===== config.mk =====
export PLATFORM = sky130hd
export DESIGN_NAME = srt_ctrl
export DESIGN_NICKNAME = d
export VERILOG_FILES = /design/src/rtl/srt_pkg.sv /design/src/rtl/srt_ctrl.sv
export SDC_FILE = /design/constraint.sdc
export NUM_CORES = 1
export LEC_CHECK = 0
export BUFFER_PORTS_ARGS = -buffer_cell sky130_fd_sc_hd__clkbuf_2
export CORE_MARGIN = 10
export CORE_UTILIZATION = 56
export DETAILED_ROUTE_END_ITERATION = 10
export MAX_ROUTING_LAYER = met4
export PLACE_DENSITY_LB_ADDON = 0.05
export SYNTH_ARGS = -nofsm -noshare
export SYNTH_HDL_FRONTEND = slang
export SYNTH_SLANG_ARGS = --single-unit

===== constraint.sdc =====
create_clock -name i_clk -period 20 [get_ports i_clk]
set_input_delay 3 -clock i_clk [delete_from_list [all_inputs] [get_ports i_clk]]
set_output_delay 3 -clock i_clk [all_outputs]
set_load 0.02 [all_outputs]

===== src/rtl/srt_pkg.sv =====
package srt_pkg;

    // Field widths of the request and result transfers.
    localparam int KEY_W   = 32;
    localparam int VALUE_W = 64;
    localparam int USAGE_W = 4;
    localparam int POS_W   = 6;
    localparam int GEN_W   = 32;

    // Command codes.
    localparam logic CMD_LOOKUP = 1'b0;
    localparam logic CMD_SET    = 1'b1;

    // Register word index of the configuration port.
    localparam logic REG_SHADER_USAGE = 1'b0;
    localparam logic [USAGE_W-1:0] SHADER_USAGE_RESET = 4'd1;

    // One stored table entry.
    typedef struct packed {
        logic [KEY_W-1:0]   key;
        logic [VALUE_W-1:0] value;
        logic [USAGE_W-1:0] usage;
        logic               mark;
    } t_entry;

    // One accepted request.
    typedef struct packed {
        logic               command;
        logic [KEY_W-1:0]   key;
        logic [VALUE_W-1:0] value;
        logic [USAGE_W-1:0] usage;
        logic               mark;
    } t_request;

    // One result item.
    typedef struct packed {
        logic               hit;
        logic [POS_W-1:0]   position;
        logic [VALUE_W-1:0] value;
        logic [USAGE_W-1:0] usage;
        logic               mark;
        logic [GEN_W-1:0]   generation;
        logic               full;
    } t_result;

endpackage


===== src/rtl/srt_ctrl.sv =====
module srt_ctrl #(
    parameter int DEPTH = 64,
    parameter int AW    = 6,
    parameter int CW    = 7
) (
    input  logic                        i_clk,
    input  logic                        i_rst_n,
    input  logic                        i_req_valid,
    input  srt_pkg::t_request           i_req,
    output logic                        o_req_ready,
    input  logic [srt_pkg::USAGE_W-1:0] i_shader_code,
    output logic                        o_rd_en,
    output logic [AW-1:0]               o_rd_addr,
    input  srt_pkg::t_entry             i_rd_data,
    output logic                        o_wr_en,
    output logic [AW-1:0]               o_wr_addr,
    output srt_pkg::t_entry             o_wr_data,
    output logic                        o_res_valid,
    output srt_pkg::t_result            o_res,
    input  logic                        i_res_take
);
    import srt_pkg::*;

    typedef enum logic [2:0] {
        S_IDLE,
        S_SRCH_RD,
        S_SRCH_CMP,
        S_DECIDE,
        S_SH_RD,
        S_SH_WR,
        S_WRITE,
        S_DONE
    } t_state;

    t_state             r_state, n_state;
    logic [CW-1:0]      r_count, n_count;
    logic [GEN_W-1:0]   r_gen, n_gen;
    t_request           r_req, n_req;
    logic [CW-1:0]      r_lo, n_lo;
    logic [CW-1:0]      r_hi, n_hi;
    logic [CW-1:0]      r_mid, n_mid;
    logic [CW-1:0]      r_idx, n_idx;
    t_entry             r_cand, n_cand;
    logic               r_found, n_found;
    t_result            r_res, n_res;

    logic [CW-1:0]      w_mid;
    logic               w_found;
    logic [CW+POS_W-1:0] w_pos_ext;
    logic [POS_W-1:0]   w_pos;
    t_entry             w_new;
    logic               w_bump;

    // Address of the entry below a shift cursor.
    function automatic logic [AW-1:0] n_idx_dec(input logic [CW-1:0] idx);
        logic [CW-1:0] below;
        below = idx - CW'(1);
        return below[AW-1:0];
    endfunction

    // Midpoint of the open search window and the outcome of the search.
    assign w_mid     = r_lo + ((r_hi - r_lo) >> 1);
    assign w_found   = (r_lo < r_count) && (r_cand.key == r_req.key);
    assign w_pos_ext = {{POS_W{1'b0}}, r_lo};
    assign w_pos     = w_pos_ext[POS_W-1:0];

    // Entry written on an insert or a value change; a change keeps the stored usage.
    always_comb begin
        w_new.key   = r_req.key;
        w_new.value = r_req.value;
        w_new.usage = r_found ? r_cand.usage : r_req.usage;
        w_new.mark  = r_req.mark;
        if (r_found) begin
            w_bump = (r_cand.usage == i_shader_code);
        end else begin
            w_bump = !r_req.mark && (r_req.usage == i_shader_code);
        end
    end

    // Sequencer: binary search, then shift and write back as needed.
    always_comb begin
        n_state   = r_state;
        n_count   = r_count;
        n_gen     = r_gen;
        n_req     = r_req;
        n_lo      = r_lo;
        n_hi      = r_hi;
        n_mid     = r_mid;
        n_idx     = r_idx;
        n_cand    = r_cand;
        n_found   = r_found;
        n_res     = r_res;
        o_rd_en   = 1'b0;
        o_rd_addr = '0;
        o_wr_en   = 1'b0;
        o_wr_addr = '0;
        o_wr_data = i_rd_data;

        unique case (r_state)
            S_IDLE: begin
                if (i_req_valid) begin
                    n_req   = i_req;
                    n_lo    = '0;
                    n_hi    = r_count;
                    n_state = S_SRCH_RD;
                end
            end
            S_SRCH_RD: begin
                if (r_lo < r_hi) begin
                    o_rd_en   = 1'b1;
                    o_rd_addr = w_mid[AW-1:0];
                    n_mid     = w_mid;
                    n_state   = S_SRCH_CMP;
                end else begin
                    n_state = S_DECIDE;
                end
            end
            S_SRCH_CMP: begin
                // The last entry that closes the window from above is the candidate.
                if (i_rd_data.key < r_req.key) begin
                    n_lo = r_mid + CW'(1);
                end else begin
                    n_hi   = r_mid;
                    n_cand = i_rd_data;
                end
                n_state = S_SRCH_RD;
            end
            S_DECIDE: begin
                n_found        = w_found;
                n_res.hit      = 1'b0;
                n_res.position = w_pos;
                n_res.value    = r_cand.value;
                n_res.usage    = r_cand.usage;
                n_res.mark     = r_cand.mark;
                n_res.generation = r_gen;
                n_res.full     = 1'b0;
                n_state        = S_DONE;
                if (r_req.command == CMD_LOOKUP) begin
                    n_res.hit = w_found;
                    if (!w_found) begin
                        n_res.value = '0;
                        n_res.usage = '0;
                        n_res.mark  = 1'b0;
                    end
                end else if (!w_found) begin
                    if (r_count == CW'(DEPTH)) begin
                        n_res.full  = 1'b1;
                        n_res.value = '0;
                        n_res.usage = '0;
                        n_res.mark  = 1'b0;
                    end else begin
                        n_idx   = r_count;
                        n_state = S_SH_RD;
                    end
                end else if (r_cand.value != r_req.value) begin
                    n_state = S_WRITE;
                end
            end
            S_SH_RD: begin
                // Move entries above the insertion point up by one, top first.
                if (r_idx > r_lo) begin
                    o_rd_en   = 1'b1;
                    o_rd_addr = n_idx_dec(r_idx);
                    n_state   = S_SH_WR;
                end else begin
                    n_state = S_WRITE;
                end
            end
            S_SH_WR: begin
                o_wr_en   = 1'b1;
                o_wr_addr = r_idx[AW-1:0];
                o_wr_data = i_rd_data;
                n_idx     = r_idx - CW'(1);
                n_state   = S_SH_RD;
            end
            S_WRITE: begin
                o_wr_en   = 1'b1;
                o_wr_addr = r_lo[AW-1:0];
                o_wr_data = w_new;
                if (!r_found) begin
                    n_count = r_count + CW'(1);
                end
                if (w_bump) begin
                    n_gen = r_gen + GEN_W'(1);
                end
                n_res.hit        = 1'b1;
                n_res.position   = w_pos;
                n_res.value      = w_new.value;
                n_res.usage      = w_new.usage;
                n_res.mark       = w_new.mark;
                n_res.generation = w_bump ? (r_gen + GEN_W'(1)) : r_gen;
                n_res.full       = 1'b0;
                n_state          = S_DONE;
            end
            S_DONE: begin
                if (i_res_take) begin
                    n_state = S_IDLE;
                end
            end
            default: begin
                n_state = S_IDLE;
            end
        endcase
    end

    // Control state.
    always_ff @(posedge i_clk) begin
        if (!i_rst_n) begin
            r_state <= S_IDLE;
            r_count <= '0;
            r_gen   <= '0;
        end else begin
            r_state <= n_state;
            r_count <= n_count;
            r_gen   <= n_gen;
        end
    end

    // Working registers of the current request.
    always_ff @(posedge i_clk) begin
        r_req   <= n_req;
        r_lo    <= n_lo;
        r_hi    <= n_hi;
        r_mid   <= n_mid;
        r_idx   <= n_idx;
        r_cand  <= n_cand;
        r_found <= n_found;
        r_res   <= n_res;
    end

    assign o_req_ready = (r_state == S_IDLE);
    assign o_res_valid = (r_state == S_DONE);
    assign o_res       = r_res;

endmodule


## Yosys cells after proc, flatten, opt, wreduce, memory -nomap -nowiden

Cells that the tools add are included.

- Register bits: 383
- Bits of input ports: 211
- Output and inout bits: 226
- Logic and storage cells: 111

- Add/subtract/negate cells: 6
- $lt $le $gt $ge: 4
- Equal/unequal tests: 19
- Mux-type cells: 40
- Bitwise logic cells: 2
- Reductions and logical operators: 16

Operator list:

| kind | count |
|---|---|
| $mux W69 | 4 |
| $pmux W109 S2 | 1 |
| $mux W101 | 1 |
| $ne A64 B64 Y1 | 1 |
| $mux W7 | 7 |
| $pmux W7 S2 | 3 |
| $add A32 B1 Y32 const B | 1 |
| $eq A32 B32 Y1 | 1 |
| $lt A32 B32 Y1 | 1 |
| $mux W32 | 1 |
| $pmux W3 S8 | 1 |
| $pmux W6 S2 | 2 |
| $add A7 B1 Y7 const B | 2 |
| $lt A7 B7 Y1 | 2 |
| $eq A3 B3 Y1 const B | 4 |
| $mux W3 | 4 |
| $mux W6 | 2 |
| $ne A2 B2 Y1 const B | 6 |
| $mux W1 | 10 |
| $reduce_and A2 Y1 | 5 |
| $eq A4 B4 Y1 | 2 |
| $add A7 B6 Y7 | 1 |
| $eq A7 B7 Y1 const B | 1 |
| $gt A7 B7 Y1 | 1 |
| other kinds (16) | 23 |

## Depth between registers and ports, before layout

Gate-level depths: netlist of the first run.

- Depth after elaboration: 5
- Gate-level depth with buffers: 13
- Depth with buffers taken out: 13

## Worst setup path before layout of the first run

Ideal clock, no wire load.

- Path type: input port to flip-flop
- Start: in i_rd_data[96] in the netlist's numbering
- End: reg r_hi[0], enable pin
- Library setup time: 324 ps
- Arrival: 9493 ps
- Required time: 19676 ps
- Setup slack: 10183 ps
- Stages on the path: 8
- Cell sequence: ha_1 nand2_1 o211ai_1 o211ai_1 a21oi_1 a211oi_1 a21oi_1 or2_2

- Word-level cells in the longest chain between the ends: 3

RTL lines:

| element | line | RTL |
|---|---|---|
| start, declared | srt_ctrl.sv:14 | `input srt_pkg::t_entry i_rd_data,` |
| $lt A32 B32 Y1 | srt_ctrl.sv:120 | `if (i_rd_data.key < r_req.key) begin` |
| $ne A2 B2 Y1 (no line) | -- |  |
| $reduce_and A3 Y1 (no line) | -- |  |
| end signal, assigned | srt_ctrl.sv:223 | `r_hi <= n_hi;` |
| end, declared | srt_ctrl.sv:40 | `logic [CW-1:0] r_hi, n_hi;` |

Every way passes these cells.
A chain may end at the register's enable or synchronous reset.

==> impl_metrics.ini, run 1 <==
[outcome]
status = completed

[worst_setup_path]
required_ps = 17000
crit_arrival_ps = 4260
cp_slowest_cell = nor3_2
critPathLaunchType = flop
crit_path_max_incr_delay_ps = 910
crit_fanout = 80
worst_setup_path_end_kind = primary output
path_class = flop to primary output
cp_cell_sequence = inv_1 > nor3_2 > buf_4 > buf_4 > nand2_1 > nand2_1 > clkbuf_2

[synth]
yosys-top-cells-count = edfxtp_1 (341), nand2_1 (274), xnor2_1 (111)
synth_top_area_share_pct = 58.1
async_reset_ff_share_pct = 0
synth.most_common_cell = edfxtp_1
syn-num-nets = 1685
synthCells = 1410
synthTopCellsByArea = edfxtp_1 (58%), nand2_1 (5.8%), xnor2_1 (5.5%), dfxtp_1 (4.8%), ha_1 (4.4%)
yosys_warnings = 0
synth_seq_area_share_pct = 62.9
ys_types = 59
ys.flop_type = edfxtp_1
syn_area_um2 = 17600
avgSynthCellArea_um2 = 12.5
synth_top_cell_by_area = edfxtp_1
ys_seq_elements = 383
synth_edf_count = 341

[placement]
hpwl_um = 40900
portBuffers = 436
place_ws_ps = 13390
place.gp.congestion = 0.951
place_inst = 2197
place_area_um2 = 20200

[grt]
grt_use_met1_pct = 34.7
grt_remaining_overflow = 0
grt_pass1_wl_um = 80800
met3_usage_pct = 5.74
gr-usage-met2_pct = 45.5
grt_max_degree = 89
gr-usage-all-layers_pct = 28.2
grt_pass1_vias = 13100
grt_antenna_before_repair = 6
busiest_layer = met2

[drt]
wl_per_cell_um = 24.0
vias_per_cell = 5.64
drt_iter0_drc = 1112
drc = 0
postRouteAntennaNets = 0
wl_um = 54600
dr.pass1.iters = 5
vias = 12900

[sta]
hold-worst-slack_ps = 550
hold_viol = 0
period_share_pct = 36.3
tns_ps = 0
fin_skew_ps = 15.2
worst_slack_ps = 12740
fin_crit_ps = 7260
relSlewSlack_pct = 11.0
finalSetupViolCount = 0
slew_viol_final = 0
rsz0062_at_grt = no
max_freq_mhz = 138
tightest_slew_ps = 1320

[finish]
final_cell_area_um2 = 21500
fill_cells = 2316
layout.nets = 2119
final_cells = 2278
fin_util_pct = 69.7
drive_above_1_share_pct = 28.9
syn_to_final_growth_pct = 22.0

[clocking]
clkSlewWorstSetupHoldPaths_ps = 60
clk_path_buf_depth = 3
htree_levels = 2
cts-root-buf = clkbuf_16
cts_post_setup_buffers_inserted = 0
cts_tree = built
holdBufCountCts = 0
clk_latency_ps = 530
cts_resized = 0
numCtsBuffers = 41
clock_sinks = 383

[power]
power_leakage_nw = 9.00
vdd_ir_drop_max_uv = 73.0
power_density_nw_per_um2 = 89.7
p_total_mw = 1.93

[floorplanning]
num_rows = 64
core_area_um2 = 30800
io_pins = 437
dieWidth_um = 197
die_h_um = 197
start_util_pct = 57.2
dieArea_um2 = 39000

[hold_path]
min_path_type = flop to flop

[flow_run]
drv_cap = 0
-- power breakdown --
group / switching [mW] / internal [mW]
registers: 0.0295 / 0.915
clock network: 0.311 / 0.443
logic: 0.141 / 0.0893
-- path summary, 6_finish.rpt --
path / from / end / slack, ps / cells past startpoint
max: r_state[1]$_SDFFE_PN0P_ / o_wr_data[43] / 12740 / 7
min reg2reg: r_cand[0]$_DFFE_PP_ / o_res[33]$_DFFE_PP_ / 550 / 1
min: r_cand[0]$_DFFE_PP_ / o_res[33]$_DFFE_PP_ / 550 / 1
max reg2reg: r_state[1]$_SDFFE_PN0P_ / r_count[5]$_SDFFE_PN0P_ / 15530 / 9
-- placed cells by master (no fill, tap or decap), drive strengths merged, types with 6 or more instances in the layout --
| master | n |
|---|---|
| a21o | 12 |
| a21oi | 29 |
| a22o | 69 |
| and2 | 39 |
| buf | 9 |
| clkbuf | 490 |
| clkinv | 17 |
| dfxtp | 42 |
| diode | 6 |
| edfxtp | 341 |
| ha | 62 |
| inv | 65 |
| mux2 | 8 |
| nand2 | 274 |
| nand3 | 16 |
| nand4 | 41 |
| nor2 | 31 |
| nor2b | 6 |
| nor3 | 21 |
| nor4 | 19 |
| o21ai | 54 |
| xnor2 | 111 |
| xor2 | 48 |
-- state kept, by name, summed over array words and instances, names as in the netlist --
signal,count
r_state,3
r_mid,7
r_found,1
r_hi,7
r_gen,32
r_lo,7
r_idx,7
o_res,109
r_req,102
r_count,7
r_cand,101
-- cells by family (layout without fill, tap and decap cells) --
logic type	after synthesis	in the layout	synth area share, %
other	0	6	0
buffers and inverters	119	585	2.85
and+or+nand+nor	469	469	12.9
adders and majority gates	64	64	4.63
AOI/OAI and AO/OA	203	203	8.06
xor gates and xnor gates	159	159	7.90
DFF	383	383	62.9
muxes	13	13	0.795
-- worst max-delay path: cells and delay by family, from the launching register on --
family | cells | cell delay, ps
buf+inv | 4 | 1770
flops | 1 | 610
simple gates | 3 | 1270
-- metal layers --
layer / vias up / part of all wire, %
met5: - / 0
met4: 0 / 3.2
met3: 108 / 8.2
met2: 597 / 49
met1: 6188 / 39
li1: 5965 / -
-- area by class of cell --
class,count,area [µm²],share of cell area (%)
clock buffers,54,1150,5.34
flip-flops and latches,383,11100,51.5
clock inverters,21,188,0.873
multi-input cells,908,6080,28.3
repair buffers,445,2250,10.5
diodes,6,15.0,0.0698
inverters,65,244,1.13
well taps,396,495,2.30
Note: power is estimated with default switching activity, not from simulation.
==> run 2: changes to the inputs <==
Settings changed: ABC_AREA from default to 1, CORE_UTILIZATION 56 to 54.
Clock period 20 ns to 7.4 ns, I/O delays scaled along.
==> impl_metrics.ini, run 2 <==
[floorplanning]
io_pins = 437
start_util_pct = 54.4
num_rows = 68
dieArea_um2 = 42500
core_area_um2 = 34400
dieWidth_um = 206
die_h_um = 206

[clocking]
cts-root-buf = clkbuf_16
holdBufCountCts = 0
clk_path_buf_depth = 3
cts_resized = 0
clkSlewWorstSetupHoldPaths_ps = 70
cts_tree = built
cts_post_setup_buffers_inserted = 0
numCtsBuffers = 42
clock_sinks = 383
clk_latency_ps = 550
htree_levels = 2

[power]
pwr-share-clk_pct = 35.4
pwr-share-seq_pct = 46.4
power_density_nw_per_um2 = 255
p_comb_share_pct = 18.3
p_int_mw = 4.13
p_sw_mw = 1.65
vdd_ir_drop_max_uv = 192
swShare_pct = 28.6
power_leakage_nw = 10.5

[synth]
synth_adder_area_share_pct = 4.36
synth_seq_area_share_pct = 59.3
synth_top_area_share_pct = 54.8
synth_top_family_by_area = simple AND/OR/NAND/NOR gates
synthCells = 1980
syn_area_um2 = 18700
synth_xor_area_share_pct = 2.66
syn-num-nets = 2255
async_reset_ff_share_pct = 0
synth_mux_area_share_pct = 0
yosys_warnings = 0
avgSynthCellArea_um2 = 9.44
synth_top_cell_by_area = edfxtp_1
synth-compound-area-share_pct = 7.62
yosys.area_share.simple_pct = 19.9
synthTopCellsByArea = edfxtp_1 (55%), nand2_1 (14%), inv_1 (4.7%), dfxtp_1 (4.5%), ha_1 (4.2%)
ys_seq_elements = 383
synth_edf_count = 341
yosys-top-cells-count = nand2_1 (704), edfxtp_1 (341), inv_1 (233)
ys.flop_type = edfxtp_1
synth.most_common_cell = nand2_1
ys_types = 45

[grt]
grt_pass1_vias = 15200
grt_pass1_wl_um = 86200
grt_antenna_before_repair = 14
grt_max_degree = 129
gr-usage-all-layers_pct = 27.2
grt_remaining_overflow = 0

[finish]
layout.nets = 2693
layout_common_cells = nand2_1 (703), clkbuf_2 (436), edfxtp_1 (341)
drive_above_1_share_pct = 21.5
largest_reg_flops = 109
syn_to_final_growth_pct = 21.4
fill_cells = 2804
fin_util_pct = 66.0
final_common_cell = nand2_1

[drt]
wl_per_cell_um = 19.6
drc = 0
dr.pass1.iters = 7
dr.max_layer_used = met4
vias_per_cell = 5.29
met3_length_um = 5100
vias = 15400
met1_length_um = 22300
wl_met2_um = 28300
postRouteAntennaNets = 0
wl_um = 57300
drt_iter0_drc = 1125

[worst_setup_path]
worst-path-buf-inv = 3
crit_path_max_incr_delay_ps = 450
crit_fanout = 5
required_ps = 6290
crit_arrival_ps = 3320
critPathLaunchType = flop
path_class = flop to primary output
path_delay_family = adder cells
cp_slowest_cell = edfxtp_1
worst_setup_path_end_kind = primary output
crit_top_cell = nand2_1
cp_cell_sequence = inv_1 > ha_1 > nand3_1 > nand2_1 > xnor2_1 > inv_1 > ha_1 > a21oi_1 > nand2_1 > nand2_1 > nand2_1 > a21oi_1 > xnor2_1 > nand2_1 > o21ai_0 > clkbuf_2

[sta]
tns_ps = 0
hold_viol = 0
max_freq_mhz = 226
fin_crit_ps = 4430
relSlewSlack_pct = 20.0
fin_skew_ps = 16.8
finalSetupViolCount = 0
rsz0062_at_grt = no
hold-worst-slack_ps = 500
slew_viol_final = 0
tightest_slew_ps = 1190
period_share_pct = 59.8

[placement]
hpwl_um = 43300
place.gp.congestion = 1.00
portBuffers = 436

[flow_run]
drv_cap = 0

[outcome]
status = completed

[hold_path]
min_path_type = flop to flop
==> run 2: cell count changes in the layout (fill, tap and decap cells not counted), moves of 21 or more <==
cell     before  now
nor2_1       31  116
o21ai_0      54  117
o31ai_1       4   42
a21oi_1      28   69
a22o_1       69    0
inv_1        65  233
nand3_1      15   37
nand2_1     272  703
and2_1       38    1
nand4_1      40   19
xnor2_1     111   13
==> run 2: logic make-up after synthesis <==
family / after synthesis
adders and majority gates: 64
and+or+nand+nor: 928
DFF: 383
xor gates and xnor gates: 56
buffers and inverters: 296
AOI/OAI and AO/OA: 253
==> run 2: metal layers <==
metal,track usage [%],up-vias
met4,9.07,0
met2,45.3,672
met3,5.30,94
met5,-,-
li1,-,7472
met1,32.6,7189
==> run 2: worst paths after layout <==
check	slack [ps]	endpoint	cells after the start	from
setup reg to reg	3770	o_res[3]$_DFFE_PP_	6	r_state[2]$_SDFFE_PN0P_
hold reg to reg	500	r_gen[31]$_SDFFE_PN0P_	2	r_gen[31]$_SDFFE_PN0P_
hold / removal	500	r_gen[31]$_SDFFE_PN0P_	2	r_gen[31]$_SDFFE_PN0P_
setup / recovery	2970	o_rd_addr[5]	16	r_lo[1]$_SDFFCE_PP0P_
==> run 2: power groups by stage <==
stage                     clock (mW)  sequential, mW  combinational (mW)
final                           2.04            2.68                1.06
after global routing            2.16            2.69                1.17
after CTS                       2.06            2.68                1.05
after detailed placement           0            2.72                1.04
after global placement             0            2.71                1.02
after floorplan                    0            2.74               0.633
==> run 2: worst reg2reg max path, cell delays in order (launching register included) <==
cell,delay (ps)
dfxtp_1,350
inv_1,160
nor3_4,70
inv_6,600
buf_4,750
nand2_4,710
buf_4,600
==> run 2: layout make-up <==
cell class,instances,area (µm²),share of cell area [%]
well taps,455,569,2.51
flip-flops and latches,383,11100,48.9
inverters,245,925,4.08
clock inverters,23,209,0.921
multi-input cells,1301,6500,28.7
diodes,14,35.0,0.154
clock buffers,50,1100,4.86
repair buffers,445,2260,9.97
==> run 2: metrics by stage <==
| step | power (mW) | std cells | worst slack (ps) | area [µm²] |
|---|---|---|---|---|
| global placement | 3.73 | 2829 | 3570 | 21300 |
| finish | 5.78 | 2916 | 2970 | 22700 |
| detailed placement | 3.76 | 2829 | 3520 | 21300 |
| CTS | 5.79 | 2902 | 2970 | 22600 |
| global route | 6.02 | 2916 | 2740 | 22700 |
| floorplan | 3.38 | 1980 | 44.1 | 18700 |
